## config.mk

```make
export PLATFORM = sky130hd
export DESIGN_NAME = calendar_record_to_unix_time
export DESIGN_NICKNAME = d
export VERILOG_FILES = /design/src/sv/crtu_pkg.sv /design/src/sv/calendar_record_to_unix_time.sv /design/src/sv/crtu_decode.sv
export SDC_FILE = /design/constraint.sdc
export NUM_CORES = 1
export LEC_CHECK = 0
export ABC_AREA = 1
export BUFFER_PORTS_ARGS = -buffer_cell sky130_fd_sc_hd__buf_2
export CORE_MARGIN = 1
export CORE_UTILIZATION = 50
export CTS_CLUSTER_SIZE = 12
export DETAILED_ROUTE_END_ITERATION = 10
export PLACE_DENSITY = 0.74
export SYNTH_ARGS = -nofsm -noshare
export SYNTH_HDL_FRONTEND = slang
export SYNTH_HIERARCHICAL = 1
export SYNTH_SLANG_ARGS = --single-unit
```

## constraint.sdc

```tcl
create_clock -name clk -period 6.8 [get_ports clk]
set_input_delay 1.36 -clock clk [delete_from_list [all_inputs] [get_ports clk]]
set_output_delay 1.36 -clock clk [all_outputs]
set_load 0.01 [all_outputs]
```

## src/sv/crtu_pkg.sv

```systemverilog
// Package with the record and result types and the calendar tables of the converter.
`default_nettype none
package crtu_pkg;

	typedef struct packed {
		logic [7:0]  record_length;
		logic [15:0] year;
		logic [7:0]  month;
		logic [7:0]  day;
		logic [7:0]  hour;
		logic [7:0]  minute;
		logic [7:0]  second;
		logic [7:0]  fraction;
	} rec_t;

	typedef struct packed {
		logic        valid_res;
		logic [31:0] unix_seconds;
		logic [19:0] microseconds;
	} stamp_t;

	typedef struct packed {
		logic       ok;
		logic       leap;
		logic [7:0] year_ofs;
		logic [3:0] month;
		logic [4:0] day;
		logic [4:0] hour;
		logic [5:0] minute;
		logic [5:0] second;
		logic [7:0] fraction;
	} dec_t;

	localparam logic [7:0]  RecordBytes = 8'd10;
	localparam logic [15:0] YearFirst   = 16'd1970;
	localparam logic [15:0] YearLast    = 16'd2100;
	localparam logic [16:0] SecsPerHour = 17'd3600;
	localparam logic [16:0] SecsPerMin  = 17'd60;
	localparam logic [31:0] DaySecs     = 32'd86400;
	localparam logic [21:0] UsecPerQtr  = 22'd15625;

	function automatic logic [8:0] month_start(input logic [3:0] m);
		logic [8:0] r;
		unique case (m)
			4'd1:    r = 9'd0;
			4'd2:    r = 9'd31;
			4'd3:    r = 9'd59;
			4'd4:    r = 9'd90;
			4'd5:    r = 9'd120;
			4'd6:    r = 9'd151;
			4'd7:    r = 9'd181;
			4'd8:    r = 9'd212;
			4'd9:    r = 9'd243;
			4'd10:   r = 9'd273;
			4'd11:   r = 9'd304;
			4'd12:   r = 9'd334;
			default: r = 9'd0;
		endcase
		return r;
	endfunction

	function automatic logic [4:0] month_len(input logic [3:0] m);
		logic [4:0] r;
		unique case (m)
			4'd2:                      r = 5'd28;
			4'd4, 4'd6, 4'd9, 4'd11:   r = 5'd30;
			4'd1, 4'd3, 4'd5, 4'd7,
			4'd8, 4'd10, 4'd12:        r = 5'd31;
			default:                   r = 5'd0;
		endcase
		return r;
	endfunction

endpackage
`default_nettype wire

```

## src/sv/calendar_record_to_unix_time.sv

```systemverilog
// Top level of the calendar record to Unix time converter with its three-stage pipeline.
`default_nettype none
// Converts one current-time record per cycle, unless stalled, into a valid flag, Unix
// seconds and microseconds; rejected records give a zero result. Each transfer passes
// three register stages (check and decode, day count with time of day and fraction
// scaling, then the multiply by the seconds of a day). Every stage holds its own valid
// bit and moves on as soon as the stage after it is free, so the block keeps taking
// records while a result waits at the output until all three stages hold a transfer.
module calendar_record_to_unix_time (
	input  wire logic            clk,
	input  wire logic            arst_n,
	input  wire crtu_pkg::rec_t  rec,
	input  wire logic            rec_valid,
	output logic                 rec_stall,
	output crtu_pkg::stamp_t     stamp,
	output logic                 stamp_valid,
	input  wire logic            stamp_stall
);

	crtu_pkg::dec_t dec;
	crtu_pkg::dec_t dec_s1;
	logic           v_s1;
	logic           v_s2;
	logic           v_s3;
	logic           rdy1;
	logic           rdy2;
	logic           rdy3;

	logic           ok_s2;
	logic [15:0]    days_s2;
	logic [16:0]    tod_s2;
	logic [19:0]    usec_s2;

	logic [15:0]    days_d;
	logic [16:0]    tod_d;
	logic [21:0]    frac_prod;
	logic [31:0]    secs_d;

	crtu_pkg::stamp_t stamp_s3;

	crtu_decode u_decode (
		.rec (rec),
		.dec (dec)
	);

	assign rdy3      = !v_s3 || !stamp_stall;
	assign rdy2      = !v_s2 || rdy3;
	assign rdy1      = !v_s1 || rdy2;
	assign rec_stall = !rdy1;

	always_comb begin
		days_d = 16'(dec_s1.year_ofs) * 16'd365
			+ 16'((9'(dec_s1.year_ofs) + 9'd1) >> 2)
			+ 16'(crtu_pkg::month_start(dec_s1.month))
			+ 16'((dec_s1.month > 4'd2) && dec_s1.leap)
			+ 16'(dec_s1.day) - 16'd1;
		tod_d = 17'(dec_s1.hour) * crtu_pkg::SecsPerHour
			+ 17'(dec_s1.minute) * crtu_pkg::SecsPerMin
			+ 17'(dec_s1.second);
		frac_prod = 22'(dec_s1.fraction) * crtu_pkg::UsecPerQtr;
		secs_d = 32'(days_s2) * crtu_pkg::DaySecs + 32'(tod_s2);
	end

	always_ff @(posedge clk or negedge arst_n) begin
		if (!arst_n) begin
			v_s1 <= 1'b0;
			v_s2 <= 1'b0;
			v_s3 <= 1'b0;
		end else begin
			if (rdy1) begin
				v_s1 <= rec_valid;
			end
			if (rdy2) begin
				v_s2 <= v_s1;
			end
			if (rdy3) begin
				v_s3 <= v_s2;
			end
		end
	end

	always_ff @(posedge clk) begin
		if (rdy1 && rec_valid) begin
			dec_s1 <= dec;
		end
		if (rdy2 && v_s1) begin
			ok_s2   <= dec_s1.ok;
			days_s2 <= days_d;
			tod_s2  <= tod_d;
			usec_s2 <= frac_prod[21:2];
		end
		if (rdy3 && v_s2) begin
			stamp_s3.valid_res    <= ok_s2;
			stamp_s3.unix_seconds <= ok_s2 ? secs_d : 32'd0;
			stamp_s3.microseconds <= ok_s2 ? usec_s2 : 20'd0;
		end
	end

	assign stamp       = stamp_s3;
	assign stamp_valid = v_s3;

endmodule
`default_nettype wire

```

## src/sv/crtu_decode.sv

```systemverilog
// Record checker that validates the fields and reduces them to narrow calendar values.
`default_nettype none
module crtu_decode (
	input  wire crtu_pkg::rec_t rec,
	output crtu_pkg::dec_t      dec
);

	logic        year_ok;
	logic        month_ok;
	logic        time_ok;
	logic        day_ok;
	logic        leap;
	logic [15:0] year_diff;
	logic [4:0]  dim;

	always_comb begin
		year_ok   = (rec.year >= crtu_pkg::YearFirst) && (rec.year <= crtu_pkg::YearLast);
		month_ok  = (rec.month >= 8'd1) && (rec.month <= 8'd12);
		time_ok   = (rec.hour <= 8'd23) && (rec.minute <= 8'd59) && (rec.second <= 8'd59);
		year_diff = rec.year - crtu_pkg::YearFirst;
		// Within the accepted years the only century is 2000, a leap year, and 2100, which is not.
		leap      = (rec.year[1:0] == 2'b00) && (rec.year != crtu_pkg::YearLast);
		dim       = month_ok ? crtu_pkg::month_len(rec.month[3:0]) : 5'd0;
		if (month_ok && (rec.month[3:0] == 4'd2) && leap) begin
			dim = 5'd29;
		end
		day_ok    = (rec.day >= 8'd1) && (rec.day <= {3'b000, dim}) && (dim != 5'd0);

		dec.ok       = (rec.record_length == crtu_pkg::RecordBytes) && year_ok && time_ok
			&& month_ok && day_ok;
		dec.leap     = leap;
		dec.year_ofs = year_diff[7:0];
		dec.month    = rec.month[3:0];
		dec.day      = rec.day[4:0];
		dec.hour     = rec.hour[4:0];
		dec.minute   = rec.minute[5:0];
		dec.second   = rec.second[5:0];
		dec.fraction = rec.fraction;
	end

endmodule
`default_nettype wire

```

==> results of run 1 <==
cell usage in the layout (no fill, tap or decap), drive strengths merged, types with 7 or more instances in the layout:
cell / synthesis / layout
inv: 374 / 381
nand2: 318 / 318
ha: 264 / 264
edfxtp: 151 / 151
buf: 36 / 134
fa: 107 / 107
nor2: 105 / 105
a21oi: 92 / 92
nand3: 58 / 58
o21ai: 53 / 53
xor2: 51 / 51
xnor2: 26 / 26
nand4: 20 / 20
clkbuf: 5 / 19
nor3: 12 / 12
dfxtp: 9 / 9
a21o: 7 / 7
o21bai: 7 / 7
through the flow:
| stage | util, % | hold WS [ns] | cells |
|---|---|---|---|
| floorplan | - | 0.400 | 1736 |
| global placement | 53.6 | 0.407 | 2231 |
| detailed placement | 53.6 | 0.410 | 2231 |
| CTS | 55.5 | 0.426 | 2263 |
| global route | 55.5 | 0.431 | 2263 |
| finish | 55.5 | 0.425 | 2263 |
logic make-up after synthesis:
logic type,Yosys count,share of synthesized area (%)
simple gates,527,15.0
buf+inv,418,10.6
fa+ha+maj,371,34.0
flops,163,29.9
xor+xnor,77,4.21
compound gates,180,6.24
per-layer routing:
metal / GRT usage (%) / share of wire [%] / up-vias
met5: 0 / 0 / -
met4: 6.10 / 2.1 / 0
met3: 2.42 / 2.7 / 38
met2: 36.3 / 49 / 205
met1: 25.8 / 46 / 5266
li1: - / - / 5775
path summary, 6_finish.rpt:
kind                                           end  slack (ns)  cells past startpoint
max                        stamp[49]$_SDFFCE_PN0P_        1.86                     30
max reg2reg                stamp[49]$_SDFFCE_PN0P_        1.86                     30
min                                ok_s2$_DFFE_PP_        0.42                      0
min reg2reg                        ok_s2$_DFFE_PP_        0.42                      0
min in group asynchronous         v_s2$_DFFE_PN0P_        0.71                      1
max in group asynchronous         v_s1$_DFFE_PN0N_        5.99                      1
worst register-to-register path: cells and delay by family (launching register included):
family	cells	cell delay, ns
flip-flops	1	0.49
XOR/XNOR	1	0.14
buffers and inverters	9	0.53
adder cells (fa/ha/maj)	6	2.29
AND/OR/NAND/NOR	14	1.25
area by class of cell:
cell class | instances | share of cell area, %
multi-input cells | 1155 | 54.4
repair buffers | 134 | 3.89
clock inverters | 13 | 0.915
flip-flops and latches | 163 | 27.4
clock buffers | 19 | 2.47
inverters | 377 | 8.08
well taps | 402 | 2.87
registers in the layout (all words and copies together) (netlist names), 16 cells and up, named ones only:
register,flops
tod_s2,17
days_s2,16
stamp,53
dec_s1,44
usec_s2,20
==> summary.md, run 1 <==
| Metric | Value |
|---|---|
| Total Neg Setup Slack | `0 ns` |
| CP max stage delay | `slightly above 0.5 ns` |
| Post-Syn Instances | `between 1500 and 2000` |
| Register area | `about 4800 um^2` |
| WP buf/inv | `9` |
| Nets | `around 2300` |
| # fillers | `2780` |
| Hold path startpoint | `dec_s1[43]$_DFFE_PP_` |
| Core area | `about 32000 um^2` |
| Gr ovfl total | `0` |
| Die Ht | `181 um` |
| Status | `finished, final reports clean` |
| CTS tree | `built` |
| DR pass1 iterations | `4` |
| Ys async rst share | `1.84%` |
| Arrival @ worst endpoint | `5.14 ns` |
| Register area share after synthesis | `between 20% and 30%` |
| Post-synth top flop | `edfxtp_1` |
| Clock Latency Late Sink | `0.44 ns` |
| Area occupied by multi-input gates | `~9500 um^2` |
| Initial core utilization | `roughly half` |
| CP startpoint | `days_s2[3]$_DFFE_PP_` |
| Largest area contributor in the netlist | `edfxtp_1` |
| Gpl congestion | `about 0.94` |
| RSZ-0062 raised after global routing | `false` |
| Critical Path Source Type | `flop` |
| WL/cell | `~14 um` |
| Vias per cell | `~5` |
| Via count | `11284` |
| Max-slew violations | `0` |
| CTS Sinks | `between 150 and 200` |
| CP max-delay cell | `fa_1` |
| Fin area | `approximately 18000 um^2` |
| DP Area | `about 17000 um^2` |
| # IOs | `131` |
| Hold Buf Count CTS | `0` |
| Most common cell on crit path | `inv_1` |
| Critical path required time | `between 6 and 7 ns` |
| Area of the die | `about 33000 um^2` |
| Global-route wire length before repair | `53.6 mm` |
| Cell Area, Synth | `16000 um^2` |
| FF-to-FF Start | `days_s2[3]$_DFFE_PP_` |
| Area Overhead vs Synth | `9.36%` |
| Vias in the first global route | `11406` |
| Synth cell count leaders | `inv_1, nand2_1, ha_1` |
| Final worst path period share | `about 73%` |
| Diodes inserted | `0` |
| Root Buffer | `clkbuf_16` |
| CTS resizes | `0` |
| Dpl ws | `approximately 1.9 ns` |
| Distinct cells, synth | `between 40 and 50` |
| Reg clk slew, reported paths | `0.07 ns` |
| Fmax | `202 MHz` |
| Net Count, Synth | `2183` |
| Post-layout minimum cycle time | `4.94 ns` |
| CP delay by family, top | `adder cells` |
| Setup ws final | `around 1.9 ns` |
| Input/output buffers | `130` |
| CP Max Fanout | `5` |
| Number of max-cap violations | `0` |
| Avg Cell Area, Syn | `a little over 9 um^2` |
| Drt drc | `0` |
| Post-synth top area share | `~28%` |
| Synth Register Bits | `163` |
| Largest net degree at the start of global routing | `54` |
| Remaining antenna violation count | `0` |
| Critical path capture point type | `flop` |
| 1st-iter DRT viols | `between 500 and 600` |
| HPWL Detailed | `~26 mm` |
| Initial antenna violation count | `0` |
| Row cnt | `65` |
| Most numerous cell in the Yosys netlist | `inv_1` |
| Layout cells sized above 1 | `13.4%` |
| Total GRT Usage | `around a fifth` |
| Post-CTS setup buffers | `0` |
| Synth warnings | `6` |
| Number of synthesized flops with an enable pin | `~150` |
| Die Wd | `roughly 180 um` |
| H-tree depth reported by CTS | `4` |
| Worst Hold Class | `flop to flop` |
| Final Setup Violations | `0` |
| Max-slew headroom | `42.4%` |
| Critical path class | `flop to flop` |
| Synth area leaders | `edfxtp_1, ha_1, fa_1` |
| Slew @ Worst Pin | `about 0.85 ns` |
| Final Hold Vio Count | `0` |
| Clock Path Buffers | `2` |
| Number of buffers created by CTS | `17` |
| Post-Route Skew | `~0.014 ns` |
| Final WL | `about 32 mm` |
Power of run 1 is left out: the tool's default activity adds up to more than one toggle a clock period on the data nets, which glitch-free logic cannot reach.
==> inputs of run 2 (changes only) <==
--- a/config.mk
+++ b/config.mk
@@ -5,7 +5,7 @@
 export SDC_FILE = /design/constraint.sdc
 export NUM_CORES = 1
 export LEC_CHECK = 0
-export ABC_AREA = 1
+export ABC_AREA = 0
 export BUFFER_PORTS_ARGS = -buffer_cell sky130_fd_sc_hd__buf_2
 export CORE_MARGIN = 1
 export CORE_UTILIZATION = 50
==> constraint.sdc (replaced) <==
create_clock -name clk -period 4.6 [get_ports clk]
set_input_delay 0.92 -clock clk [delete_from_list [all_inputs] [get_ports clk]]
set_output_delay 0.92 -clock clk [all_outputs]
set_load 0.01 [all_outputs]
==> run 2 against run 1 <==
  * Setup slack lost 2.3 ns
  * The run now ends with negative setup slack left
  * Clock skew down 0.0011 ns
  * Register-to-register slack lost 2.3 ns
  * Global-route usage up 0.93 points
  * Wire length increased by 1.3%
  * Sequential cell count is the same
  * Highest routed layer unchanged
  * Non-clock buffer count is 183 higher
  * Synthesized cell count is 19% lower
  * Utilization grew 7.7 points
==> summary.md, run 2 <==
| Metric | Value |
|---|---|
| Gr ovfl total | `0` |
| Ys async rst share | `around 1.8%` |
| CP max-delay cell | `fa_1` |
| Vias in the first global route | `~11000` |
| Reg clk slew, reported paths | `0.07 ns` |
| Worst Hold Class | `primary input to async pin` |
| Largest net degree at the start of global routing | `54` |
| Post-synth top area share | `between 20 and 30%` |
| Total Neg Setup Slack | `-4.72 ns` |
| Area of the die | `around 31000 um^2` |
| Number of max-cap violations | `0` |
| Initial antenna violation count | `0` |
| Area Overhead vs Synth | `23.4%` |
| Remaining antenna violation count | `0` |
| H-tree depth reported by CTS | `4` |
| Avg Cell Area, Syn | `~11 um^2` |
| Clock Latency Late Sink | `approximately 0.45 ns` |
| RSZ-0062 raised after global routing | `true` |
| Net Count, Synth | `~1900` |
| Drt drc | `0` |
| # IOs | `between 100 and 150` |
| Setup ws final | `-0.467 ns` |
| CP max stage delay | `0.51 ns` |
| Input/output buffers | `between 100 and 150` |
| Most numerous cell in the Yosys netlist | `ha_1` |
| CP delay by family, top | `adder cells` |
| DR pass1 iterations | `6` |
| Max-slew headroom | `between 40% and 50%` |
| Most common cell after layout, fill and taps aside | `ha_1` |
| DP Area | `between 15000 and 20000 um^2` |
| Row cnt | `63` |
| Nets | `2141` |
| Critical path capture point type | `flop` |
| Synth warnings | `6` |
| Post-layout minimum cycle time | `between 5 and 6 ns` |
| Cell Area, Synth | `between 15000 and 20000 um^2` |
| Register-to-register setup slack | `-0.47 ns` |
| Diodes inserted | `0` |
| Slew @ Worst Pin | `around 0.8 ns` |
| Cell breakdown of the critical path | `ha_1 -> fa_1 -> fa_1 -> ha_1 -> inv_1 -> fa_1 -> inv_1 -> ha_1 -> a21o_1 -> a21o_1 -> a21oi_2 -> o21ai_2 -> o211a_1 -> or3_1 -> and4b_1 -> nand2_1 -> mux2_4` |
| Global-route wire length before repair | `about 53 mm` |
| Clock Path Buffers | `2` |
| Post-Syn Instances | `between 1000 and 1500` |
| Vias per cell | `about 5.2` |
| Die Ht | `about 180 um` |
| Core area | `29900 um^2` |
| Most frequent cells in the layout | `ha_1, inv_1, buf_4` |
| CTS tree | `built` |
| CTS Sinks | `between 150 and 200` |
| Status | `complete, but fails checks` |
| Register area share after synthesis | `a little under a third` |
| CP Max Fanout | `4` |
| WP buf/inv | `2` |
| Final WL | `32.2 mm` |
| Max reg flops | `53` |
| Initial core utilization | `between 50% and 60%` |
| Number of synthesized flops with an enable pin | `151` |
| Final Hold Vio Count | `0` |
| Final Setup Violations | `16` |
| HPWL Detailed | `24.8 mm` |
| Worst Hold Slack | `0.249 ns` |
| Number of buffers created by CTS | `17` |
| Critical Path Source Type | `flop` |
| Core Util, Final | `a little over three fifths` |
| Post-synth top flop | `edfxtp_1` |
| Via count | `approximately 11000` |
| Root Buffer | `clkbuf_16` |
| Critical path class | `flop to flop` |
| Distinct cells, synth | `74` |
| Largest area contributor in the netlist | `edfxtp_1` |
| Synth area leaders | `edfxtp_1, ha_1, fa_1` |
| Failing checks | `negative setup slack` |
| Max-slew violations | `0` |
| Arrival @ worst endpoint | `5.26 ns` |
| WL/cell | `15.3 um` |
| Layout cells sized above 1 | `between 20% and 30%` |
| 1st-iter DRT viols | `430` |
| Fin area | `between 15000 and 20000 um^2` |
| Final worst path period share | `110%` |
| Synth Register Bits | `163` |
| Synth cell count leaders | `ha_1, inv_1, edfxtp_1` |
| Total GRT Usage | `between 20% and 30%` |
| Critical path required time | `4.80 ns` |
| Die Wd | `around 180 um` |
| Gpl congestion | `between 0.8 and 0.9` |
| Post-Route Skew | `0.0128 ns` |
| Fmax | `197 MHz` |
==> run 2: logic make-up after synthesis <==
group	after synthesis	synth area share [%]
fa+ha+maj	371	35.6
buf+inv	282	7.82
simple gates	277	9.72
compound gates	196	8.73
flops	163	31.3
xor+xnor	100	5.77
mux	16	1.12
==> run 2: layout make-up <==
class / instances / area (um^2)
sequential: 163 / 4790
multi-input combinational: 960 / 10000
inverter: 235 / 885
clock inverter: 14 / 166
clock buffer: 18 / 429
tap: 390 / 488
timing repair buffer: 317 / 2100
fill: 2288 / 11000
==> run 2: final timing paths <==
check | from | to | cells after the start
min in group clk | dec_s1[43]$_DFFE_PP_ | ok_s2$_DFFE_PP_ | 0
max in group asynchronous | arst_n | v_s2$_DFFE_PN0P_ | 1
hold reg to reg | dec_s1[43]$_DFFE_PP_ | ok_s2$_DFFE_PP_ | 0
setup reg to reg | days_s2[3]$_DFFE_PP_ | stamp[47]$_SDFFCE_PN0P_ | 17
hold / removal | arst_n | v_s1$_DFFE_PN0N_ | 1
setup / recovery | days_s2[3]$_DFFE_PP_ | stamp[47]$_SDFFCE_PN0P_ | 17
==> run 2: worst register-to-register path, delay by kind of cell, from the launching register on <==
family	cells	cell delay, ns
adders and majority gates	6	2.32
AOI/OAI and AO/OA	5	0.95
and+or+nand+nor	3	0.68
DFF	1	0.50
muxes	1	0.29
buffers and inverters	2	0.09
==> run 2: metrics by stage <==
stage	std cells	setup slack [ns]
2_1_floorplan	1405	-0.504
3_3_place_gp	2025	-0.443
3_5_place_dp	2025	-0.654
4_1_cts	2082	-0.455
5_1_grt	2097	-0.668
6_report	2097	-0.467
==> run 2: repair_timing <==
action	in CTS	in global routing
resized for setup	46	69
hold buffers	0	0
cloned	0	0
setup buffers	26	21
pin swaps	41	68
setup endpoints to repair	18	27
==> run 2: layer usage <==
| layer | global-route usage (%) | routed length, um | vias to the layer above |
|---|---|---|---|
| met5 | 0 | 0 | - |
| met1 | 26.9 | 14100 | 5299 |
| met2 | 37.7 | 16100 | 249 |
| met3 | 3.54 | 1400 | 49 |
| met4 | 4.99 | 588 | 0 |
| li1 | - | - | 5378 |
Power of run 2 is left out for the same reason.
